### config.mk
export PLATFORM = sky130hd
export DESIGN_NAME = fixed_frame_deframer_xor_check_core
export DESIGN_NICKNAME = d
export VERILOG_FILES = /design/src/hw/rtl/ffdx_pkg.sv /design/src/hw/rtl/fixed_frame_deframer_xor_check_core.sv /design/src/hw/rtl/ffdx_cell.sv /design/src/hw/rtl/ffdx_skid.sv
export SDC_FILE = /design/constraint.sdc
export NUM_CORES = 1
export LEC_CHECK = 0
export ABC_AREA = 0
export BUFFER_PORTS_ARGS = -buffer_cell sky130_fd_sc_hd__buf_2
export CAP_MARGIN = 20
export CELL_PAD_IN_SITES_DETAIL_PLACEMENT = 0
export CELL_PAD_IN_SITES_GLOBAL_PLACEMENT = 1
export CORE_ASPECT_RATIO = 0.7
export CORE_MARGIN = 2
export CORE_UTILIZATION = 53
export CTS_BUF_LIST = sky130_fd_sc_hd__clkbuf_4 sky130_fd_sc_hd__clkbuf_8
export DETAILED_ROUTE_END_ITERATION = 8
export PLACE_DENSITY = 0.92
export SETUP_SLACK_MARGIN = 0.5
export SLEW_MARGIN = 20
export SYNTH_ARGS = -nofsm -noshare
export SYNTH_HDL_FRONTEND = slang
export SYNTH_SLANG_ARGS = --single-unit
### constraint.sdc
create_clock -name clk -period 18.17 [get_ports clk]
set_clock_uncertainty 0.2 [all_clocks]
set_input_delay 1.817 -clock clk [delete_from_list [all_inputs] [get_ports clk]]
set_output_delay 1.817 -clock clk [all_outputs]
set_load 0.02 [all_outputs]
### src/hw/rtl/ffdx_pkg.sv
package ffdx_pkg;

    // Frame geometry. Every position below follows from the frame length.
    localparam int FRAME_LEN = 13;
    localparam int IDX_W     = $clog2(FRAME_LEN);
    // The body cells hold frame bytes 3 up to the checksum byte.
    localparam int CHAIN_LEN = FRAME_LEN - 4;

    localparam logic [7:0] SOF_BYTE  = 8'hAA;
    localparam logic [7:0] HDR1_BYTE = 8'hBB;
    localparam logic [7:0] HDR2_BYTE = 8'hCC;
    localparam logic [7:0] TAIL_BYTE = 8'hFF;
    localparam int         BODY_START = 3;

    typedef enum logic [1:0] {
        PH_SOF  = 2'd0,
        PH_HDR  = 2'd1,
        PH_BODY = 2'd2
    } phase_t;

    typedef enum logic [2:0] {
        ST_OK        = 3'd0,
        ST_SOF       = 3'd1,
        ST_HEADER    = 3'd2,
        ST_BODY      = 3'd3,
        ST_NOT_SOF   = 3'd4,
        ST_BAD_HDR   = 3'd5,
        ST_BAD_CHECK = 3'd6
    } status_t;

    typedef struct packed {
        status_t            status;
        logic               frame_valid;
        logic signed [15:0] pitch_centideg;
        logic signed [15:0] yaw_centideg;
        logic [7:0]         target_ids;
        logic [7:0]         flight_time;
        logic [3:0]         detect_state;
        logic [1:0]         target_color;
        logic [1:0]         shoot_code;
        logic [7:0]         aim_x;
        logic [7:0]         aim_y;
    } res_t;

endpackage

### src/hw/rtl/fixed_frame_deframer_xor_check_core.sv
// Fixed-length frame deframer with XOR check. Each received byte is one input
// beat and produces exactly one status beat; the beat that carries the tail of
// a good frame also carries the decoded pitch, yaw, target, state and aim
// fields, and every other beat carries zeros there. A byte is taken in every
// clock cycle while the output buffer is not full: the parser decides each
// byte combinationally from its phase, a running XOR of the checked body bytes
// and a row of byte cells that shift the body along one cell per body byte, so
// the body bytes and checksum sit in the row when the tail arrives. Results
// leave through a registered two-entry output buffer, so one result may wait on
// a stalled output while the next byte is still taken. buff_mode lives in the
// register at byte address 0 and is sampled on the byte that ends a frame.
module fixed_frame_deframer_xor_check_core (
    input  logic               clk,
    input  logic               rst_n,
    // Configuration port.
    input  logic               psel,
    input  logic               penable,
    input  logic               pwrite,
    input  logic [2:0]         paddr,
    input  logic [31:0]        pwdata,
    output logic [31:0]        prdata,
    output logic               pready,
    // Received byte stream.
    input  logic               in_valid,
    output logic               in_stall,
    input  logic [7:0]         rx_byte,
    // Status stream.
    output logic               out_valid,
    input  logic               out_stall,
    output logic [2:0]         status,
    output logic               frame_valid,
    output logic signed [15:0] pitch_centideg,
    output logic signed [15:0] yaw_centideg,
    output logic [7:0]         target_ids,
    output logic [7:0]         flight_time,
    output logic [3:0]         detect_state,
    output logic [1:0]         target_color,
    output logic [1:0]         shoot_code,
    output logic [7:0]         aim_x,
    output logic [7:0]         aim_y
);
    import ffdx_pkg::*;

    // Word index of the only register.
    localparam logic CFG_BUFF_MODE = 1'b0;

    // Frame byte i sits in cell FRAME_LEN-2-i once the tail byte arrives.
    localparam int CELL_CHECK = 0;
    localparam int CELL_B3    = FRAME_LEN - 2 - 3;
    localparam int CELL_B4    = FRAME_LEN - 2 - 4;
    localparam int CELL_B5    = FRAME_LEN - 2 - 5;
    localparam int CELL_B6    = FRAME_LEN - 2 - 6;
    localparam int CELL_B7    = FRAME_LEN - 2 - 7;
    localparam int CELL_B8    = FRAME_LEN - 2 - 8;
    localparam int CELL_B9    = FRAME_LEN - 2 - 9;
    localparam int CELL_B10   = FRAME_LEN - 2 - 10;

    localparam logic [IDX_W-1:0] IDX_HDR1      = IDX_W'(1);
    localparam logic [IDX_W-1:0] IDX_HDR2      = IDX_W'(2);
    localparam logic [IDX_W-1:0] IDX_BODY      = IDX_W'(BODY_START);
    localparam logic [IDX_W-1:0] IDX_LAST_SUM  = IDX_W'(FRAME_LEN - 3);
    localparam logic [IDX_W-1:0] IDX_TAIL      = IDX_W'(FRAME_LEN - 1);

    logic             buff_mode_reg;
    phase_t           phase_reg;
    phase_t           phase_next;
    logic [IDX_W-1:0] index_reg;
    logic [IDX_W-1:0] index_next;
    logic [7:0]       xor_reg;
    logic [7:0]       xor_next;
    logic             accept;
    logic             shift_en;
    logic [7:0]       cell_q [CHAIN_LEN];
    res_t             result;
    res_t             out_res;
    logic             cfg_write;

    // Configuration: writes land on the access cycle; pready never waits.
    assign pready    = 1'b1;
    assign cfg_write = psel && penable && pwrite;
    assign prdata    = (paddr[2] == CFG_BUFF_MODE) ? {31'b0, buff_mode_reg} : 32'b0;

    always_ff @(posedge clk or negedge rst_n)
    begin
        if (!rst_n)
        begin
            buff_mode_reg <= 1'b0;
        end
        else if (cfg_write && (paddr[2] == CFG_BUFF_MODE))
        begin
            buff_mode_reg <= pwdata[0];
        end
    end

    assign accept   = in_valid && !in_stall;
    // Body bytes, tail included, move the cell row along by one.
    assign shift_en = accept && (phase_reg == PH_BODY);

    // Row of body cells. Cell 0 takes the incoming byte.
    for (genvar k = 0; k < CHAIN_LEN; k++)
    begin : g_cell
        if (k == 0)
        begin : g_head
            ffdx_cell u_cell (
                .clk      (clk),
                .shift_en (shift_en),
                .d_in     (rx_byte),
                .d_out    (cell_q[k])
            );
        end
        else
        begin : g_tail
            ffdx_cell u_cell (
                .clk      (clk),
                .shift_en (shift_en),
                .d_in     (cell_q[k-1]),
                .d_out    (cell_q[k])
            );
        end
    end

    always_ff @(posedge clk or negedge rst_n)
    begin
        if (!rst_n)
        begin
            phase_reg <= PH_SOF;
            index_reg <= '0;
            xor_reg   <= 8'h00;
        end
        else if (accept)
        begin
            phase_reg <= phase_next;
            index_reg <= index_next;
            xor_reg   <= xor_next;
        end
    end

    // Per-byte decision. Everything except status stays zero unless the byte
    // ends a frame whose tail and checksum are good.
    always_comb
    begin
        phase_next = PH_SOF;
        index_next = '0;
        xor_next   = xor_reg;
        result     = '0;
        case (phase_reg)
            PH_HDR:
            begin
                if ((rx_byte == HDR1_BYTE) && (index_reg == IDX_HDR1))
                begin
                    phase_next    = PH_HDR;
                    index_next    = IDX_HDR2;
                    result.status = ST_HEADER;
                end
                else if ((rx_byte == HDR2_BYTE) && (index_reg == IDX_HDR2))
                begin
                    phase_next    = PH_BODY;
                    index_next    = IDX_BODY;
                    xor_next      = 8'h00;
                    result.status = ST_HEADER;
                end
                else
                begin
                    // A wrong header byte drops the frame and is not retried as
                    // a start byte.
                    result.status = ST_BAD_HDR;
                end
            end
            PH_BODY:
            begin
                if (index_reg == IDX_TAIL)
                begin
                    if ((rx_byte != TAIL_BYTE) || (cell_q[CELL_CHECK] != xor_reg))
                    begin
                        result.status = ST_BAD_CHECK;
                    end
                    else
                    begin
                        result.status         = ST_OK;
                        result.frame_valid    = 1'b1;
                        result.pitch_centideg = {cell_q[CELL_B3], cell_q[CELL_B4]};
                        result.yaw_centideg   = {cell_q[CELL_B5], cell_q[CELL_B6]};
                        if (buff_mode_reg)
                        begin
                            result.flight_time = cell_q[CELL_B7];
                        end
                        else
                        begin
                            result.target_ids = cell_q[CELL_B7];
                        end
                        result.detect_state = cell_q[CELL_B8][7:4];
                        result.target_color = cell_q[CELL_B8][3:2];
                        result.shoot_code   = cell_q[CELL_B8][1:0];
                        result.aim_x        = cell_q[CELL_B9];
                        result.aim_y        = cell_q[CELL_B10];
                    end
                end
                else
                begin
                    phase_next    = PH_BODY;
                    index_next    = index_reg + IDX_W'(1);
                    result.status = ST_BODY;
                    // The checksum covers the body up to the byte before it.
                    if (index_reg <= IDX_LAST_SUM)
                    begin
                        xor_next = xor_reg ^ rx_byte;
                    end
                end
            end
            default:
            begin
                // Waiting for a start byte; the unused phase code acts the same.
                if (rx_byte == SOF_BYTE)
                begin
                    phase_next    = PH_HDR;
                    index_next    = IDX_HDR1;
                    result.status = ST_SOF;
                end
                else
                begin
                    result.status = ST_NOT_SOF;
                end
            end
        endcase
    end

    ffdx_skid u_skid (
        .clk       (clk),
        .rst_n     (rst_n),
        .in_valid  (in_valid),
        .in_data   (result),
        .in_stall  (in_stall),
        .out_valid (out_valid),
        .out_data  (out_res),
        .out_stall (out_stall)
    );

    assign status         = out_res.status;
    assign frame_valid    = out_res.frame_valid;
    assign pitch_centideg = out_res.pitch_centideg;
    assign yaw_centideg   = out_res.yaw_centideg;
    assign target_ids     = out_res.target_ids;
    assign flight_time    = out_res.flight_time;
    assign detect_state   = out_res.detect_state;
    assign target_color   = out_res.target_color;
    assign shoot_code     = out_res.shoot_code;
    assign aim_x          = out_res.aim_x;
    assign aim_y          = out_res.aim_y;

endmodule

### src/hw/rtl/ffdx_cell.sv
module ffdx_cell (
    input  logic       clk,
    input  logic       shift_en,
    input  logic [7:0] d_in,
    output logic [7:0] d_out
);
    import ffdx_pkg::*;

    logic [7:0] byte_reg;

    // Each cell takes its neighbor's byte whenever a body byte arrives.
    always_ff @(posedge clk)
    begin
        if (shift_en)
        begin
            byte_reg <= d_in;
        end
    end

    assign d_out = byte_reg;

endmodule

### src/hw/rtl/ffdx_skid.sv
module ffdx_skid (
    input  logic            clk,
    input  logic            rst_n,
    input  logic            in_valid,
    input  ffdx_pkg::res_t  in_data,
    output logic            in_stall,
    output logic            out_valid,
    output ffdx_pkg::res_t  out_data,
    input  logic            out_stall
);
    import ffdx_pkg::*;

    logic main_valid_reg;
    logic skid_valid_reg;
    res_t main_reg;
    res_t skid_reg;
    logic push;
    logic pop;

    // The skid entry only fills while the main entry is held, so a full skid
    // entry is the one condition that holds off the upstream side.
    assign in_stall  = skid_valid_reg;
    assign push      = in_valid && !skid_valid_reg;
    assign pop       = main_valid_reg && !out_stall;
    assign out_valid = main_valid_reg;
    assign out_data  = main_reg;

    always_ff @(posedge clk or negedge rst_n)
    begin
        if (!rst_n)
        begin
            main_valid_reg <= 1'b0;
            skid_valid_reg <= 1'b0;
        end
        else
        begin
            if (skid_valid_reg)
            begin
                if (pop)
                begin
                    skid_valid_reg <= 1'b0;
                end
            end
            else if (!main_valid_reg || pop)
            begin
                main_valid_reg <= push;
            end
            else if (push)
            begin
                skid_valid_reg <= 1'b1;
            end
        end
    end

    always_ff @(posedge clk)
    begin
        if (skid_valid_reg)
        begin
            if (pop)
            begin
                main_reg <= skid_reg;
            end
        end
        else if (!main_valid_reg || pop)
        begin
            if (push)
            begin
                main_reg <= in_data;
            end
        end
        else if (push)
        begin
            skid_reg <= in_data;
        end
    end

endmodule

# --- Word level (Yosys, flattened, before mapping) ---
# Cells that the tools add are included.
# W data, S select, Z words.
totals:
  ff_bits: 241
  input_bits: 50
op_classes:
  bitwise_logic: 4
  n_eq_ne: 15
  muxes: 35
  magnitude_cmp: 1
  n_reduce_logical: 20
  addsub: 1
op_table:
  columns: ["operator", "n"]
  rows:
  - ["$mux W76", 4]
  - ["$mux W73", 3]
  - ["$mux W8", 6]
  - ["$eq A8 B8 Y1 const B", 3]
  - ["$pmux W8 S2", 1]
  - ["$mux W3", 5]
  - ["$mux W2", 5]
  - ["$logic_and A1 B1 Y1", 8]
  - ["$ne A2 B2 Y1 const B", 4]
  - ["$ne A8 B8 Y1", 1]
  - ["$ne A8 B8 Y1 const B", 1]
  - ["$pmux W4 S2", 1]
  - ["$xor A8 B8 Y8", 1]
  - ["$mux W1", 7]
  - ["$pmux W3 S2", 1]
  - ["$reduce_and A3 Y1", 2]
  - ["$reduce_and A6 Y1", 1]
  - ["$reduce_bool A2 Y1", 3]
  - ["$add A4 B1 Y4 const B", 1]
  - ["$eq A4 B1 Y1 const B", 1]
  - ["$eq A4 B2 Y1 const B", 1]
  - ["$eq A4 B4 Y1 const B", 1]
  - ["$le A4 B4 Y1 const B", 1]
  - ["$mux W4", 1]
  - ["8 further kinds", 13]

# --- Depth between registers and ports, before layout ---
# Gate-level depths: netlist (run 1).
depth:
  ltp_word: 8
  depth_mapped: 8

# --- By module ---
# A second synthesis (run 1) with hierarchy kept.
unflattened:
  hier_cells: 567
  hier_area_um2: 10136.0
by_module_without_submodules:
  columns: ["module", "seq_area_each_um2", "cells_each", "n_inst", "area_per_inst_um2"]
  rows:
  - ["ffdx_skid", 4614.4, 249, 1, 5980.7]
  - ["ffdx_cell", 240.2, 8, 9, 240.2]
  - ["fixed_frame_deframer_xor_check_core", 375.4, 246, 1, 1993.2]

# --- Worst setup path before layout (run 1) ---
# No wires, ideal clock.
synth_timing:
  path_kind: "input to register"
  from: "input port in_valid"
  to: "register u_skid.main_reg (netlist bit u_skid.out_data[0]), enable pin"
  setup_time_ps: 535
  slack_ps: 11545
  arrival_time_ps: 5889
  cell_stages: 3
  path_buffers: 0
  t_required_ps: 17435
  path_cell_list: "nor2b_1 a21oi_1 a21oi_1"
synth_via:
  elab_chain_cells: 3
synth_lines:
  columns: ["item", "line", "source"]
  rows:
  - ["from (decl)", "fixed_frame_deframer_xor_check_core.sv:24", "input logic in_valid,"]
  - ["$logic_and A1 B1 Y1", "ffdx_skid.sv:23", "assign push = in_valid && !skid_valid_reg;"]
  - ["$reduce_bool A2 Y1 (no line)", null, null]
  - ["$reduce_and A3 Y1 (no line)", null, null]
  - ["to (signal assigned)", "ffdx_skid.sv:61", "main_reg <= skid_reg;"]
  - ["to (signal assigned)", "ffdx_skid.sv:68", "main_reg <= in_data;"]
  - ["to (decl)", "ffdx_skid.sv:15", "res_t main_reg;"]
# Every way passes these cells.
# A chain may end at the register's enable or synchronous reset.

# --- Worst setup path in the final report (run 1) ---
layout_timing:
  from: "input port paddr[2]"
  to: "output port prdata[0]"
layout_via:
  elab_chain_cells: 1
layout_lines:
  columns: ["item", "line", "source"]
  rows:
  - ["from (decl)", "fixed_frame_deframer_xor_check_core.sv:19", "input logic [2:0] paddr,"]
  - ["$mux W1", "fixed_frame_deframer_xor_check_core.sv:81", "assign prdata = (paddr[2] == CFG_BUFF_MODE) ? {31'b0, buff_mode_reg} : 32'b0;"]
  - ["to (decl)", "fixed_frame_deframer_xor_check_core.sv:21", "output logic [31:0] prdata,"]
# Every way passes these cells.

==> results of run 1 <==
## final cells by class
class                      count  area [µm²]  share of cell area [%]
clock buffer                  50         619                    5.66
clock inverter                13        83.8                   0.766
inverter                       8        30.0                   0.274
multi-input combinational    298        2240                    20.5
sequential                   241        7160                    65.4
tap                          236         295                    2.70
timing repair buffer          98         518                    4.73
## synthesized netlist by cell type, types with 3 or more instances
cell type  number  share of area, %
mux2_2         67               7.8
nand2_1        15              0.58
edfxtp_1      224                70
o221ai_1        3              0.27
and2_1         65               4.2
nand3b_1        3              0.23
nor2b_1         8              0.52
buf_6           5              0.58
o21ai_0        14              0.73
inv_1           8              0.31
dfrtp_1        17               4.4
o21ai_1         4              0.21
a21oi_1         6              0.31
xnor2_1         8              0.73
clkbuf_1       14              0.54
a32o_1          8              0.83
nand4_1         5              0.32
buf_4          32               2.5
ha_1            6              0.78
nand3_1         9              0.47
and3_1         11              0.71
nor2_1          5              0.19
## report_power, final
| part | switching, µW | internal (µW) |
|---|---|---|
| registers | 90.9 | 796 |
| logic | 259 | 147 |
| clock network | 196 | 235 |
| total | 547 | 1180 |
## logic make-up (layout without fill, tap and decap cells)
family | Yosys count | count (layout) | synth area share (%)
AO/OA/AOI/OAI | 46 | 46 | 3.42
XOR/XNOR | 8 | 8 | 0.725
adder cells (fa/ha/maj) | 6 | 6 | 0.777
buffers and inverters | 62 | 169 | 4.08
flip-flops | 241 | 241 | 74.0
multiplexers | 69 | 69 | 8.04
other | 2 | 32 | 0.0777
AND/OR/NAND/NOR | 137 | 137 | 8.83
## worst max-delay path by stage
stage / startpoint / slack [ns] / endpoint
2_1_floorplan: in_valid / 11.55 / u_skid.out_data[0]
3_3_place_gp: rx_byte[1] / 13.75 / u_skid.out_data[24]
3_5_place_dp: rx_byte[3] / 13.72 / u_skid.out_data[67]
4_1_cts: paddr[2] / 13.95 / prdata[0]
5_1_grt: paddr[2] / 13.92 / prdata[0]
6_report: paddr[2] / 13.95 / prdata[0]
## stage by stage
stage,cells,util [%]
after floorplan,601,-
after global placement,880,56.9
after detailed placement,880,56.9
after CTS,943,60.8
after global routing,944,61.0
final,944,61.0
## routing by layer
metal | vias up | GRT usage [%]
met3 | 33 | 4.79
met5 | - | 0
met1 | 2496 | 25.2
met2 | 185 | 28.1
li1 | 2312 | -
met4 | 0 | 4.77
## worst register-to-register path, stage by stage (launching register included)
cell and delay, ns:
dfrtp_1 0.39, inv_1 0.06, ha_1 0.63, nand4_1 0.34, nor4_4 0.70, buf_4 0.50, and2_1 0.25, mux2_2 0.17
## layout by cell type, fill, tap and decap left out, types with 9 or more instances in the layout
cell,netlist,routed
and2_1,65,64
clkbuf_8,0,39
dfrtp_1,17,16
nand3_1,9,9
mux2_2,67,67
buf_2,2,95
nand2_1,15,15
and3_1,11,10
clkbuf_4,0,11
conb_1,2,32
o21ai_0,14,14
edfxtp_1,224,224
==> summary.md, run 1 <==
| Metric | Value |
|---|---|
| Status | `finished, final reports clean` |
| CP endpoint kind | `output port` |
| Number of synthesis warnings | `0` |
| Num CTS Buffers | `37` |
| Pleak | `0.00410 µW` |
| I/O pin cnt | `161` |
| CTS sink count | `241` |
| Relative slew slack | `26.6%` |
| Hold Startpoint | `g_cell[3].g_tail.u_cell.d_out[4]` |
| Final wirelength | `17,100 µm` |
| Critical path's largest stage delay | `0.17 ns` |
| Clk slew on worst S/H paths | `0.06 ns` |
| Clock Path Buffers | `3` |
| DRC viols | `0` |
| Total number of vias | `5,026` |
| Filler cells | `1,340` |
| Die Y | `117 µm` |
| Cell Chain, Critical Path | `buf_2, nor2b_1, buf_2` |
| CTS tree | `built` |
| Seq/Total Area, Yosys | `74.0%` |
| Setup_tns | `0 ns` |
| Post-DP Area | `0.0102 mm²` |
| Number of global-route vias before repair | `4,969` |
| Worst slew pin tran | `1.10 ns` |
| Slew Viols, Final | `0` |
| Highest metal used | `met4` |
| CP max FO | `2` |
| Async SR Flop Fraction | `7.05%` |
| WL met1 | `7860 µm` |
| Grt ovf | `0` |
| Hold Slack | `0.228 ns` |
| Power density over the cells | `158 mW/mm²` |
| Place WS | `13.72 ns` |
| Die area | `0.0193 mm²` |
| WP buf/inv | `2` |
| Worst skew pair latency | `0.51 ns` |
| Die width | `165 µm` |
| Initial Utilization | `53.8%` |
| Max Freq | `237 MHz` |
| FF-to-FF path depth | `7` |
| RD Place Congestion | `0.852` |
| Worst R2R Start | `phase_reg[0]` |
| Hold Crit Class | `flop to flop` |
| Layout cells sized above 1 | `32.6%` |
| Gr usage total | `17.9%` |
| First-pass GRT wire length | `26,600 µm` |
| Area growth syn-to-layout | `13.3%` |
| PostCTS Resize Cnt | `0` |
| Antenna violations before repair | `0` |
| DPL Wire Length | `10,500 µm` |
| Post-synth EDFFs | `224` |
| IO buf count | `95` |
| Slowest stage cell, crit path | `buf_2` |
| Antenna Cells | `0` |
| Max-cap violations | `0` |
| Total chip power | `1720 µW` |
| Hold Fails Final Rpt | `0` |
| Post-CTS Hold Buffers | `0` |
| Reg-to-Reg End | `u_skid.out_data[67]` |
| Core area | `0.0180 mm²` |
| Wire length on met2 | `7710 µm` |
| Starting DRC count in detailed routing | `456` |
| Critical path depth | `3` |
| Post-route cell area | `0.0109 mm²` |
| Peak supply drop | `177 µV` |
| Drt pass-1 iters | `6` |
| Final worst slack | `13.95 ns` |
| Root Buffer | `clkbuf_8` |
| Hold worst-path end | `g_cell[4].g_tail.u_cell.d_out[4]` |
| CP Class | `input pin to output port` |
| Pin count of the biggest net entering global routing | `84` |
| Synthesized cell area | `0.00966 mm²` |
| Final setup viols | `0` |
| Fin crit period | `4.22 ns` |
| CP arrival | `2.21 ns` |
| CP top delay family | `buffers and inverters` |
| Routed Antenna Nets | `0` |
| Nets@finish | `740` |
| Avg Cell Area, Syn | `16.9 µm²` |
| Post-CTS setup buffer count | `0` |
| Synth Instances | `571` |
| Floorplan row count | `41` |
| Netlist cell types | `47` |
| Period Utilization, post-route | `23.2%` |
| Met3 WL | `1220 µm` |
| Worst Setup Start Kind | `input pin` |
| RSZ-0062 raised after global routing | `false` |
| H-Tree Depth | `2` |
| Vias per inst | `5.32` |
| Register bit total from synthesis | `241` |
| Wire per inst | `18.1 µm` |
| Critical path's most frequent cell | `buf_2` |
| Primary FF master, synth | `edfxtp_1` |
| R2R Setup Slk | `14.79 ns` |
| Worst Hold Depth | `0` |
| Required time worst endpoint | `16.15 ns` |
No activity file was read; power rests on OpenSTA's default activity.
==> run 2, diff against run 1 <==
--- a/config.mk
+++ b/config.mk
@@ -12,10 +12,10 @@
 export CELL_PAD_IN_SITES_GLOBAL_PLACEMENT = 1
 export CORE_ASPECT_RATIO = 0.7
 export CORE_MARGIN = 2
-export CORE_UTILIZATION = 53
+export CORE_UTILIZATION = 44
 export CTS_BUF_LIST = sky130_fd_sc_hd__clkbuf_4 sky130_fd_sc_hd__clkbuf_8
 export DETAILED_ROUTE_END_ITERATION = 8
-export PLACE_DENSITY = 0.92
+export PLACE_DENSITY = 0.82
 export SETUP_SLACK_MARGIN = 0.5
 export SLEW_MARGIN = 20
 export SYNTH_ARGS = -nofsm -noshare
==> constraint.sdc (replaced) <==
create_clock -name clk -period 3.8 [get_ports clk]
set_clock_uncertainty 0.2 [all_clocks]
set_input_delay 0.38 -clock clk [delete_from_list [all_inputs] [get_ports clk]]
set_output_delay 0.38 -clock clk [all_outputs]
set_load 0.02 [all_outputs]
==> summary.md, run 2 (synthesis gave the netlist of run 1 again) <==
| Metric | Value |
|---|---|
| Combinational fraction of design power | `25.5% (+2.0 points)` |
| Pleak | `0.00421 µW (+2.6%)` |
| Max Freq | `331 MHz` |
| First-pass GRT wire length | `27,500 µm (+3.3%)` |
| CTS tree | `built` |
| Worst R2R Start | `phase_reg[0]` |
| Total chip power | `8410 µW (+390%)` |
| Post-CTS Hold Buffers | `13 (+13)` |
| Critical path's largest stage delay | `0.65 ns (+0.48 ns)` |
| Beginning of the critical path | `phase_reg[0]` |
| Most frequent cells in the layout | `edfxtp_1 (224), buf_2 (95), mux2_2 (67)` |
| Antenna Cells | `0 (unchanged)` |
| Post-DP Area | `0.0103 mm² (+1.2%)` |
| Root Buffer | `clkbuf_8` |
| Layout cells sized above 1 | `33.1% (+0.43 points)` |
| Filler cells | `1,789 (+34%)` |
| Worst skew pair latency | `0.52 ns (about the same)` |
| Grt ovf | `0 (unchanged)` |
| Period Utilization, post-route | `79.5%` |
| Post-CTS setup buffer count | `0 (unchanged)` |
| Floorplan row count | `45 (+9.8%)` |
| Antenna violations before repair | `0 (unchanged)` |
| RD Place Congestion | `0.817 (-4.1%)` |
| Core area | `0.0216 mm² (+20%)` |
| PostCTS Resize Cnt | `0 (unchanged)` |
| Switching power | `2640 µW (+380%)` |
| Fin crit period | `3.02 ns` |
| Initial Utilization | `44.7% (-9.1 points)` |
| CP endpoint kind | `flop` |
| Worst Setup Start Kind | `flop` |
| Most common cell after layout, fill and taps aside | `edfxtp_1` |
| Status | `finished, final reports clean` |
| I/O pin cnt | `161 (unchanged)` |
| Die area | `0.0232 mm² (+20%)` |
| Worst slew pin tran | `1.04 ns (-0.0630 ns)` |
| Cell Chain, Critical Path | `inv_1, ha_1, nand4_1, nor4_4, buf_4, and2b_1, and2_1` |
| Internal power | `5770 µW (+390%)` |
| Hold Crit Class | `input pin to async pin` |
| Slowest stage cell, crit path | `ha_1` |
| CP arrival | `3.20 ns (+0.99 ns)` |
| CTS sink count | `241 (unchanged)` |
| Max-cap violations | `0 (unchanged)` |
| Slew Viols, Final | `0 (unchanged)` |
| Pin count of the biggest net entering global routing | `78 (-7.1%)` |
| Post-route cell area | `0.0112 mm² (+2.6%)` |
| CP Class | `flop to flop` |
| Gr usage total | `15.1% (-2.8 points)` |
| Die width | `181 µm (+9.5%)` |
| Number of global-route vias before repair | `5,186 (+4.4%)` |
| Final wirelength | `17,300 µm (+0.81%)` |
| DRC viols | `0 (unchanged)` |
| Peak supply drop | `723 µV (+310%)` |
| Num CTS Buffers | `37 (unchanged)` |
| Setup_tns | `0 ns (unchanged)` |
| Clk slew on worst S/H paths | `0.06 ns (about the same)` |
| Final setup viols | `0 (unchanged)` |
| H-Tree Depth | `2 (unchanged)` |
| Area growth syn-to-layout | `16.3%` |
| Wire per inst | `17.1 µm (-5.9%)` |
| Sw Ratio | `31.4% (-0.34 points)` |
| Post-layout util | `52.0% (-9.0 points)` |
| Power density over the cells | `749 mW/mm² (+380%)` |
| IO buf count | `95 (unchanged)` |
| CP max FO | `66 (+64)` |
| Die Y | `128 µm (+9.4%)` |
| Relative slew slack | `30.8% (+4.2 points)` |
| RSZ-0062 raised after global routing | `false` |
| Hold Fails Final Rpt | `0 (unchanged)` |
| Total number of vias | `5,093 (+1.3%)` |
| Starting DRC count in detailed routing | `458 (+0.44%)` |
| Routed Antenna Nets | `0 (unchanged)` |
| Vias per inst | `5.04 (-5.4%)` |
| DPL Wire Length | `10,600 µm (+1.1%)` |
| Hold Slack | `0.145 ns (-0.0827 ns)` |
| Required time worst endpoint | `3.98 ns (-12.17 ns)` |
| Sequential share of power | `48.5% (-3.0 points)` |
| Drt pass-1 iters | `5 (-1)` |
| Nets@finish | `756 (+2.2%)` |
| Clock Path Buffers | `3 (unchanged)` |
| Clock power share | `26.0% (+1.0 points)` |
run 2: cell types whose count changed in the layout (fill, tap and decap cells not counted), sizes merged:
cell / delta
bufinv: +1
buf: +3
clkbuf: +4
clkinv: -2
inv: +2
dlygate4sd3: +13
run 2: worst paths after layout:
kind	depth (start not counted)	end	slack, ns
setup / recovery	7	u_skid.skid_reg[32]	0.78
hold / removal	2	index_reg[1]	0.14
setup reg to reg	7	u_skid.skid_reg[32]	0.78
min in group clk	3	u_skid.out_valid	0.18
max in group asynchronous	2	u_skid.in_stall	2.91
hold reg to reg	0	g_cell[6].g_tail.u_cell.d_out[3]	0.24
run 2: cell type report:
| cell class | count | area [µm²] | share of cell area (%) |
|---|---|---|---|
| Sequential cell | 241 | 7160 | 63.7 |
| Inverter | 8 | 30.0 | 0.267 |
| Tap cell | 282 | 353 | 3.14 |
| Clock buffer | 54 | 637 | 5.67 |
| Clock inverter | 14 | 124 | 1.10 |
| Timing Repair Buffer | 114 | 688 | 6.13 |
| Multi-Input combinational cell | 298 | 2240 | 20.0 |
run 2: power groups by stage:
stage	clock, µW	combinational, µW	sequential [µW]
floorplan	0	1040	4530
global placement	0	2100	4110
detailed placement	0	2140	4140
CTS	2250	2170	4090
global route	2370	2320	4160
finish	2190	2140	4080
run 2: critical path: cells and delay by family (launching register included):
family / cells / cell delay, ns
adder cells (fa/ha/maj): 1 / 0.65
AND/OR/NAND/NOR: 4 / 1.02
buffers and inverters: 2 / 0.55
flip-flops: 1 / 0.39
run 2: per-layer routing:
layer  wire length [µm]  GRT usage [%]
met5                  0              0
met4                251           5.07
met3               1060           3.52
met2               7820           23.1
met1               8110           21.5
run 2: stage by stage:
stage | instances | setup WS, ns
6_report | 1011 | 0.779
5_1_grt | 1011 | 0.525
3_5_place_dp | 930 | 0.808
4_1_cts | 1011 | 0.794
3_3_place_gp | 930 | 0.888
2_1_floorplan | 601 | 0.393
